### src/design/tcaq_pkg.sv
// Shared types and constants for the Type-C attach qualifier.
// Used by tcaq_decide and typec_attach_qualifier; depends on nothing.

package tcaq_pkg;

    // Configuration register indexes.
    localparam logic [1:0] CFG_DEVICE_LIMIT     = 2'd0;
    localparam logic [1:0] CFG_DEBUG_LIMIT      = 2'd1;
    localparam logic [1:0] CFG_UNATTACHED_LIMIT = 2'd2;

    // Reset values of the configuration registers.
    localparam logic [1:0] DEVICE_LIMIT_RST     = 2'd2;
    localparam logic [1:0] DEBUG_LIMIT_RST      = 2'd1;
    localparam logic [1:0] UNATTACHED_LIMIT_RST = 2'd3;

    // Interrupt byte codes.
    localparam logic [7:0] IRQ_NONE     = 8'h00;
    localparam logic [7:0] IRQ_ATTACHED = 8'h01;
    localparam logic [7:0] IRQ_DETACHED = 8'h02;

    // CC status codes of the case table.
    localparam logic [7:0] CC_IDLE        = 8'h00;
    localparam logic [7:0] CC_DEVICE_A    = 8'h05;
    localparam logic [7:0] CC_DEVICE_B    = 8'h06;
    localparam logic [7:0] CC_DEBUG       = 8'h13;
    localparam logic [7:0] CC_NOTHING     = 8'ha8;
    localparam logic [7:0] CC_AUDIO       = 8'h0f;
    localparam logic [7:0] CC_DEBUG_VBUS  = 8'h93;
    localparam logic [7:0] CC_AUDIO_VBUS  = 8'h8f;
    localparam logic [7:0] CC_UNATTACHED  = 8'h97;
    localparam logic [7:0] CC_VBUS_MASK   = 8'h7f;
    localparam logic [7:0] CC_HOST_0      = 8'ha9;
    localparam logic [7:0] CC_HOST_1      = 8'haa;
    localparam logic [7:0] CC_HOST_2      = 8'hc9;
    localparam logic [7:0] CC_HOST_3      = 8'hca;
    localparam logic [7:0] CC_HOST_4      = 8'he9;
    localparam logic [7:0] CC_HOST_5      = 8'hea;

    // Output codes.
    localparam logic [1:0] POL_UNKNOWN = 2'd0;
    localparam logic [1:0] POL_CC1     = 2'd1;
    localparam logic [1:0] POL_CC2     = 2'd2;

    localparam logic [1:0] EV_NONE     = 2'd0;
    localparam logic [1:0] EV_ATTACHED = 2'd1;
    localparam logic [1:0] EV_DETACHED = 2'd2;

    localparam logic [2:0] KIND_UNKNOWN = 3'd0;
    localparam logic [2:0] KIND_NOTHING = 3'd1;
    localparam logic [2:0] KIND_DEVICE  = 3'd2;
    localparam logic [2:0] KIND_HOST    = 3'd3;
    localparam logic [2:0] KIND_AUDIO   = 3'd4;
    localparam logic [2:0] KIND_DEBUG   = 3'd5;

    localparam logic [2:0] PORT_NOTHING = 3'd0;
    localparam logic [2:0] PORT_DEVICE  = 3'd1;
    localparam logic [2:0] PORT_HOST    = 3'd2;
    localparam logic [2:0] PORT_AUDIO   = 3'd3;
    localparam logic [2:0] PORT_DEBUG   = 3'd4;

    typedef struct packed {
        logic [1:0] retry_count;
        logic       audio_seen;
        logic       debug_seen;
    } state_t;

    typedef struct packed {
        logic [1:0] device_limit;
        logic [1:0] debug_limit;
        logic [1:0] unattached_limit;
    } limits_t;

    typedef struct packed {
        logic       vbus_present;
        logic [1:0] cc_polarity;
        logic [1:0] event_kind;
        logic [2:0] attached_kind;
        logic [1:0] charge_current;
        logic       not_settled;
        logic       retoggle_port;
    } result_t;

endpackage

### src/design/tcaq_decide.sv
// Case table and status decode for one poll of the CC logic chip.
// Purely combinational; uses the types and codes of tcaq_pkg.

module tcaq_decide
    import tcaq_pkg::*;
(
    input  logic [7:0] int_status,
    input  logic [7:0] cc_status,
    input  state_t     state,
    input  limits_t    limits,
    output result_t    result,
    output state_t     state_next
);

    function automatic result_t decode(input logic [7:0] irq, input logic [7:0] cc);
        result_t r;
        r = '0;
        r.vbus_present = cc[7];
        r.cc_polarity  = (cc[1:0] == POL_CC1 || cc[1:0] == POL_CC2) ? cc[1:0] : POL_UNKNOWN;
        if (irq[0] && !irq[1])
            r.event_kind = EV_ATTACHED;
        else if (irq[1] && !irq[0])
            r.event_kind = EV_DETACHED;
        else
            r.event_kind = EV_NONE;
        case (cc[4:2])
            PORT_NOTHING: r.attached_kind = KIND_NOTHING;
            PORT_DEVICE:  r.attached_kind = KIND_DEVICE;
            PORT_HOST:    r.attached_kind = KIND_HOST;
            PORT_AUDIO:   r.attached_kind = KIND_AUDIO;
            PORT_DEBUG:   r.attached_kind = KIND_DEBUG;
            default:      r.attached_kind = KIND_UNKNOWN;
        endcase
        r.charge_current = cc[6:5];
        return r;
    endfunction

    logic is_host;
    logic flag;
    logic irq_att;
    logic irq_none;

    assign is_host = (cc_status == CC_HOST_0) || (cc_status == CC_HOST_1) ||
                     (cc_status == CC_HOST_2) || (cc_status == CC_HOST_3) ||
                     (cc_status == CC_HOST_4) || (cc_status == CC_HOST_5);
    assign flag     = (cc_status == CC_DEBUG_VBUS) ? state.debug_seen : state.audio_seen;
    assign irq_att  = (int_status == IRQ_ATTACHED);
    assign irq_none = (int_status == IRQ_NONE);

    always_comb
    begin
        // An undecoded poll reports a detach; only the flag bits may be set.
        result = '0;
        result.event_kind = EV_DETACHED;
        state_next = state;

        if (irq_att || irq_none)
        begin
            if (cc_status == CC_IDLE)
            begin
                state_next = '0;
            end
            else if (cc_status == CC_DEBUG_VBUS || cc_status == CC_AUDIO_VBUS)
            begin
                result = decode(int_status, flag ? (cc_status & CC_VBUS_MASK) : cc_status);
            end
            else if (is_host)
            begin
                result = decode(int_status, cc_status);
            end
            else if (irq_att && (cc_status == CC_DEVICE_A || cc_status == CC_DEVICE_B))
            begin
                if (state.retry_count >= limits.device_limit)
                begin
                    state_next.retry_count = '0;
                    result = decode(int_status, cc_status);
                end
                else
                begin
                    state_next.retry_count = state.retry_count + 2'd1;
                    result.retoggle_port = 1'b1;
                    result.not_settled   = 1'b1;
                end
            end
            else if (irq_att && cc_status == CC_DEBUG)
            begin
                if (state.retry_count >= limits.debug_limit)
                begin
                    state_next.retry_count = '0;
                    state_next.debug_seen  = 1'b1;
                    result = decode(int_status, cc_status);
                end
                else
                begin
                    state_next.retry_count = state.retry_count + 2'd1;
                    state_next.debug_seen  = 1'b0;
                    result.retoggle_port   = 1'b1;
                end
            end
            else if (irq_att && cc_status == CC_NOTHING)
            begin
                // Accepted, but there is nothing to decode.
            end
            else if (irq_att && cc_status == CC_AUDIO)
            begin
                state_next.audio_seen = 1'b1;
                result = decode(int_status, cc_status);
            end
            else if (irq_none && cc_status == CC_UNATTACHED)
            begin
                // With an accessory present the unattached code is ignored.
                if (!(state.debug_seen || state.audio_seen))
                begin
                    if (state.retry_count >= limits.unattached_limit)
                    begin
                        state_next.retry_count = '0;
                    end
                    else
                    begin
                        state_next.retry_count = state.retry_count + 2'd1;
                        result.retoggle_port   = 1'b1;
                    end
                end
            end
            else
            begin
                result.not_settled = 1'b1;
            end
        end
        else if (int_status == IRQ_DETACHED)
        begin
            state_next = '0;
            result = decode(int_status, cc_status);
        end
        else
        begin
            state_next = '0;
        end
    end

endmodule

### src/design/typec_attach_qualifier.sv
// Top level of the Type-C attach qualifier: state, configuration and output buffer.
// Uses tcaq_pkg and tcaq_decide.
//
// Usage: each request on the input channel (in_valid, in_stall) carries one poll of
// the CC logic chip, int_status and cc_status. Every poll gives exactly one result on
// the output channel (out_valid, out_stall), in order.
// A poll accepted while the output register is free has its result registered there;
// otherwise the result goes to the skid register. One poll per cycle is taken while in_stall
// is low: the case table and retry counter update are combinational from the input ports.
// A two-entry output buffer (output register plus skid register) lets a poll be taken
// while a result waits; in_stall rises only when both entries are full.
// Configuration: the retry limits are written through cfg_valid/cfg_ready with a
// register index and two data bits; cfg_ready is always high. Writes are meant for
// idle times only. Indexes past the last register are ignored.
// Reset: rst_n clears the retry counter, the accessory flags and both buffer
// entries, and loads the limits with 2 (device), 1 (debug) and 3 (unattached).
// While out_stall holds, the pending result stays on the outputs unchanged.

module typec_attach_qualifier
    import tcaq_pkg::*;
(
    input  logic       clk,
    input  logic       rst_n,
    input  logic       in_valid,
    output logic       in_stall,
    input  logic [7:0] int_status,
    input  logic [7:0] cc_status,
    output logic       out_valid,
    input  logic       out_stall,
    output logic       vbus_present,
    output logic [1:0] cc_polarity,
    output logic [1:0] event_kind,
    output logic [2:0] attached_kind,
    output logic [1:0] charge_current,
    output logic       not_settled,
    output logic       retoggle_port,
    input  logic       cfg_valid,
    output logic       cfg_ready,
    input  logic [1:0] cfg_index,
    input  logic [1:0] cfg_data
);

    state_t  state_reg, state_next, state_dec;
    limits_t limits_reg, limits_next;
    result_t result;
    result_t out_reg, out_next;
    result_t skid_reg, skid_next;
    logic    out_valid_reg, out_valid_next;
    logic    skid_valid_reg, skid_valid_next;
    logic    in_acc;
    logic    out_take;

    tcaq_decide u_decide (
        .int_status (int_status),
        .cc_status  (cc_status),
        .state      (state_reg),
        .limits     (limits_reg),
        .result     (result),
        .state_next (state_dec)
    );

    assign cfg_ready = 1'b1;
    assign in_stall  = skid_valid_reg;
    assign in_acc    = in_valid && !in_stall;
    assign out_take  = out_valid_reg && !out_stall;

    always_comb
    begin
        limits_next = limits_reg;
        if (cfg_valid && cfg_ready)
        begin
            case (cfg_index)
                CFG_DEVICE_LIMIT:     limits_next.device_limit     = cfg_data;
                CFG_DEBUG_LIMIT:      limits_next.debug_limit      = cfg_data;
                CFG_UNATTACHED_LIMIT: limits_next.unattached_limit = cfg_data;
                default:              limits_next = limits_reg;
            endcase
        end
    end

    assign state_next = in_acc ? state_dec : state_reg;

    always_comb
    begin
        out_next        = out_reg;
        out_valid_next  = out_valid_reg;
        skid_next       = skid_reg;
        skid_valid_next = skid_valid_reg;
        if (!out_valid_reg || out_take)
        begin
            // The skid entry is older than anything arriving now; while it is full
            // no request is accepted.
            if (skid_valid_reg)
            begin
                out_next        = skid_reg;
                out_valid_next  = 1'b1;
                skid_valid_next = 1'b0;
            end
            else if (in_acc)
            begin
                out_next       = result;
                out_valid_next = 1'b1;
            end
            else
            begin
                out_valid_next = 1'b0;
            end
        end
        else if (in_acc)
        begin
            skid_next       = result;
            skid_valid_next = 1'b1;
        end
    end

    always_ff @(posedge clk or negedge rst_n)
    begin
        if (!rst_n)
        begin
            state_reg                   <= '0;
            limits_reg.device_limit     <= DEVICE_LIMIT_RST;
            limits_reg.debug_limit      <= DEBUG_LIMIT_RST;
            limits_reg.unattached_limit <= UNATTACHED_LIMIT_RST;
            out_valid_reg               <= 1'b0;
            skid_valid_reg              <= 1'b0;
        end
        else
        begin
            state_reg      <= state_next;
            limits_reg     <= limits_next;
            out_valid_reg  <= out_valid_next;
            skid_valid_reg <= skid_valid_next;
        end
    end

    always_ff @(posedge clk)
    begin
        out_reg  <= out_next;
        skid_reg <= skid_next;
    end

    assign out_valid      = out_valid_reg;
    assign vbus_present   = out_reg.vbus_present;
    assign cc_polarity    = out_reg.cc_polarity;
    assign event_kind     = out_reg.event_kind;
    assign attached_kind  = out_reg.attached_kind;
    assign charge_current = out_reg.charge_current;
    assign not_settled    = out_reg.not_settled;
    assign retoggle_port  = out_reg.retoggle_port;

endmodule

### config.mk
export PLATFORM = sky130hd
export DESIGN_NAME = typec_attach_qualifier
export DESIGN_NICKNAME = d
export VERILOG_FILES = /design/src/design/tcaq_pkg.sv /design/src/design/tcaq_decide.sv /design/src/design/typec_attach_qualifier.sv
export SDC_FILE = /design/constraint.sdc
export NUM_CORES = 1
export LEC_CHECK = 0
export BUFFER_PORTS_ARGS = -buffer_cell sky130_fd_sc_hd__buf_2
export CAP_MARGIN = 20
export CORE_MARGIN = 2
export CORE_UTILIZATION = 50
export CTS_BUF_LIST = sky130_fd_sc_hd__clkbuf_4 sky130_fd_sc_hd__clkbuf_8
export CTS_CLUSTER_DIAMETER = 200
export CTS_CLUSTER_SIZE = 25
export DETAILED_ROUTE_END_ITERATION = 12
export GPL_ROUTABILITY_DRIVEN = 0
export MAX_ROUTING_LAYER = met4
export PLACE_DENSITY = 0.78
export SLEW_MARGIN = 20
export SYNTH_ARGS = -nofsm -noshare
export SYNTH_HDL_FRONTEND = slang
export SYNTH_SLANG_ARGS = --single-unit
### constraint.sdc
create_clock -name clk -period 3.44 [get_ports clk]
set_clock_uncertainty 0.1 [all_clocks]
set_input_delay 0.688 -clock clk [delete_from_list [all_inputs] [get_ports clk]]
set_output_delay 0.688 -clock clk [all_outputs]
set_load 0.02 [all_outputs]
# After elaboration in Yosys (flattened, before gate mapping)
# Cells that the tools add are included.
[op_classes] n_bitwise=1 muxes=50 n_addsub=1 reduce_logical=41 n_eq_ne=41 order_cmp=3
[op_table] op="$mux W12" n=10
[op_table] op="$eq A8 B8 Y1 const B" n=10
[op_table] op="$mux W2" n=15
[op_table] op="$pmux W3 S5" n=2
[op_table] op="$ne A3 B3 Y1 const B" n=7
[op_table] op="$mux W10" n=2
[op_table] op="$ne A5 B5 Y1 const B" n=4
[op_table] op="$eq A8 B3 Y1 const B" n=2
[op_table] op="$logic_not A8 Y1" n=2
[op_table] op="$mux W4" n=4
[op_table] op="$mux W1" n=14
[op_table] op="$reduce_and A7 Y1" n=2
[op_table] op="$eq A3 B2 Y1 const B" n=4
[op_table] op="$logic_or A1 B1 Y1" n=12
[op_table] op="$mux W11" n=1
[op_table] op="$reduce_and A2 Y1" n=5
[op_table] op="$logic_and A1 B1 Y1" n=9
[op_table] op="$eq A8 B1 Y1 const B" n=1
[op_table] op="$eq A8 B2 Y1 const B" n=1
[op_table] op="$eq A8 B4 Y1 const B" n=1
[op_table] op="$eq A8 B5 Y1 const B" n=1
[op_table] op="$mux W8" n=1
[op_table] op="$eq A2 B1 Y1 const B" n=3
[op_table] op="$eq A2 B2 Y1 const B" n=3
[op_table] op="other kinds (11)" n=21
[word_totals] ff_bits=36 word_cells=159 input_bits=25 output_inout_bits=15

# Depth between registers and ports, before layout
[logic_depth] depth_word=14 mapped_depth=8 ltp_nobuf=8

# By module
# A second synthesis with hierarchy kept.
[hier_totals] cells_unflattened=171 area_unflattened_um2=2038.2
[by_module_without_submodules] module="typec_attach_qualifier" n_inst=1 cells_per_inst=71 seq_area_each_um2=1026.0 area_per_inst_um2=1363.8
[by_module_without_submodules] module="tcaq_decide" n_inst=1 cells_per_inst=100 seq_area_each_um2=0.0 area_per_inst_um2=674.4

# Worst setup path after synthesis
# Ideal clock, no wire load.
[synth_path] kind="input-to-reg" start="input port cc_status[2]" end="register out_reg, in the netlist event_kind[1] (data pin)" t_arrival_ps=2053 t_required_ps=3080 n_path_buf=1 cell_stages=7 setup_ps=260 path_slack_ps=1027 path_cell_list="buf_2 nor2_1 nand4_1 nor3b_1 a2bb2oi_2 a31oi_1 mux2_2"
[synth_rtl] item="start: declaration" line_no="typec_attach_qualifier.sv:27" text="input logic [7:0] cc_status,"
[synth_rtl] item="end signal: assignment" line_no="typec_attach_qualifier.sv:138" text="out_reg <= out_next;"
[synth_rtl] item="end: declaration" line_no="typec_attach_qualifier.sv:46" text="result_t out_reg, out_next;"

==> results.cfg <==
[sta]
grt_setup_unrepaired = false
fin_crit_sh = 0.730
maxSlewViolCount = 0
maxSlewHeadroom = 0.373
fin_tns_setup_ps = 0
worstMarginPinSlew_ps = 938
layout_setup_ws_ps = 928
finalHoldViolCount = 0
period_minus_slack_ps = 2510
setup_viol = 0
max_freq_mhz = 398

[floorplanning]
start_util = 0.523
ios = 40
die_y_um = 68.9
fp.dieW_um = 68.9
design.core.area_um2 = 4030
num_rows = 23
dieArea_um2 = 4750

[synthesis]
synth_common_cells = edfxtp_1, nand2_1, nor2_1
ys_top_cells_by_area = edfxtp_1, dfrtp_1, mux2_2
synth_most_common_cell = edfxtp_1
yosysSeqAreaShare = 0.487
synth_top_family_by_area = simple AND/OR/NAND/NOR gates
synth_edf_count = 24
syn_inst = 194
async_flop_share = 0.333
synthFlopType = edfxtp_1
synthAdderAreaFrac = 0.0357
synth-xor-area-share = 0.00416
avgSynthCellArea_um2 = 10.9
synth_seq_cells = 36
synth_compound_area_frac = 0.160
synthSimpleGateAreaFrac = 0.225
yosys_warnings = 0
synthMuxAreaShare = 0.0535
yosys.area.top_type_share = 0.342
syn_nets = 225
yosys.area.top_type = edfxtp_1
syn_area_um2 = 2110
ys_types = 60

[critical_path]
crit_chain = buf_2, nor3b_2, nand4_1, nor3b_1, a2bb2oi_2, a31oi_1, mux2_2
crit_path_end_kind = flip-flop
startpoint_type = input port
r2r_start = state_reg[2]$_DFFE_PN0P_
r2r_slack_ps = 1030
cp.required_ps = 3390
rr_worst_depth = 8
cp.arrival_ps = 2460
critPathMaxStageDelay_ps = 370
critPathMaxFanout = 15
crit_type = in2reg
timing.rr.end = state_reg[3]$_DFFE_PN0P_
slowest_stage = nor3b_1

[finish]
stdcell_count = 283
drive_above_1_share = 0.322
largest_register_ffs = 12
finalNetCount = 263
stdcell_area_um2 = 2440
syn_to_final_growth_pct = 15.8
num-fill-cells = 346
n_antenna_cell = 0

[min_path]
hold_path_class = in2async

[clock_tree]
cts_max_level = 2
cts_inserted_buffers = 5
cts_setup_buffers = 0
insertion_delay_ps = 290
root_buffer = clkbuf_8
cts_tree = yes
cts_hold_buf = 0
post_cts_resized = 0
clock_path_buffers = 2
path_clk_slew_ps = 80
cts_sinks = 36

[place]
dp_slack_ps = 632
dpl_cell_area_um2 = 2330
dp.cells = 275
hpwl_mm = 3.17
port_buffers = 38

[global_routing]
grt_usage = 0.198
grt_overflow_total = 0
grt_pass1_wl_mm = 6.48
grt_max_degree = 24
antenna_found_initial = 0
grt_pass1_vias = 1439

[drt]
ant_nets = 0
drcViolationCount = 0
first_iter_violations = 119
dr.pass1.iters = 5
routed_wl_mm = 4.18
avgViaCountPerCell = 5.70
vias = 1613
wl_per_cell_um = 14.8

[pwr]
p_per_area_nw_per_um2 = 433
ir_drop_uv = 223
leakage_uw = 0.000929
finalPower_uw = 1060

[run]
maxCapViolCount = 0

[status]
outcome = completed
-- stage by stage --
step                 util  hold WS [ps]
floorplan               -           292
global placement    0.578           393
detailed placement  0.578           402
CTS                 0.605           166
global route        0.605           170
finish              0.605           167
-- worst max-delay path by stage --
stage,startpoint,to,slack [ps],depth (start not counted)
2_1_floorplan,cc_status[2],event_kind[1]$_DFFE_PP_,1030,7
3_3_place_gp,cc_status[4],not_settled$_DFFE_PP_,650,7
3_5_place_dp,cc_status[4],event_kind[1]$_DFFE_PP_,630,7
4_1_cts,cc_status[4],event_kind[1]$_DFFE_PP_,950,7
5_1_grt,cc_status[4],attached_kind[1]$_DFFE_PP_,810,7
6_report,cc_status[4],event_kind[1]$_DFFE_PP_,930,7
-- worst max-delay path: cells and delay by family --
| family | cells | cell delay [ps] |
|---|---|---|
| buffers and inverters | 1 | 230 |
| and+or+nand+nor | 3 | 880 |
| muxes | 1 | 290 |
| AOI/OAI and AO/OA | 2 | 370 |
-- cell usage in the layout, fill, tap and decap left out, drive strengths merged, types with 7 or more instances in the layout --
master  netlist  layout
edfxtp       24      24
nand3         7       7
mux2         10      10
inv           8       8
dfrtp         8       8
nand2        19      19
nand2b        9       9
nor2         17      17
buf           6      39
o21ai        13      13
-- per-layer routing --
layer  vias to the layer above  wire length [um]  global-route usage
li1                        808                 -                   -
met1                       755              1910               0.250
met4                         0                69              0.0858
met3                         7               191              0.0503
met5                         -                 0                   -
met2                        43              2010               0.302
-- power breakdown --
group / switching [uW] / internal, uW / leakage, uW
Clock: 154 / 214 / 0.0000541
Combinational: 99.4 / 66.0 / 0.000511
Sequential: 16.8 / 505 / 0.000364
Total: 270 / 785 / 0.000929
-- layout make-up --
class	count	area (um^2)	area share
inverters	8	30.0	0.0123
multi-input cells	142	1010	0.415
well taps	50	62.6	0.0257
repair buffers	39	198	0.0811
clock inverters	3	42.5	0.0174
flip-flops and latches	36	1030	0.421
clock buffers	5	68.8	0.0282
-- logic make-up (layout without fill, tap and decap cells) --
kind of cell,Yosys count,after routing
compound gates,45,45
xor+xnor,1,1
fa+ha+maj,6,6
buf+inv,16,55
flops,36,36
mux,10,10
other cells,1,1
simple gates,79,79
Power figures use the tool's default switching activity.
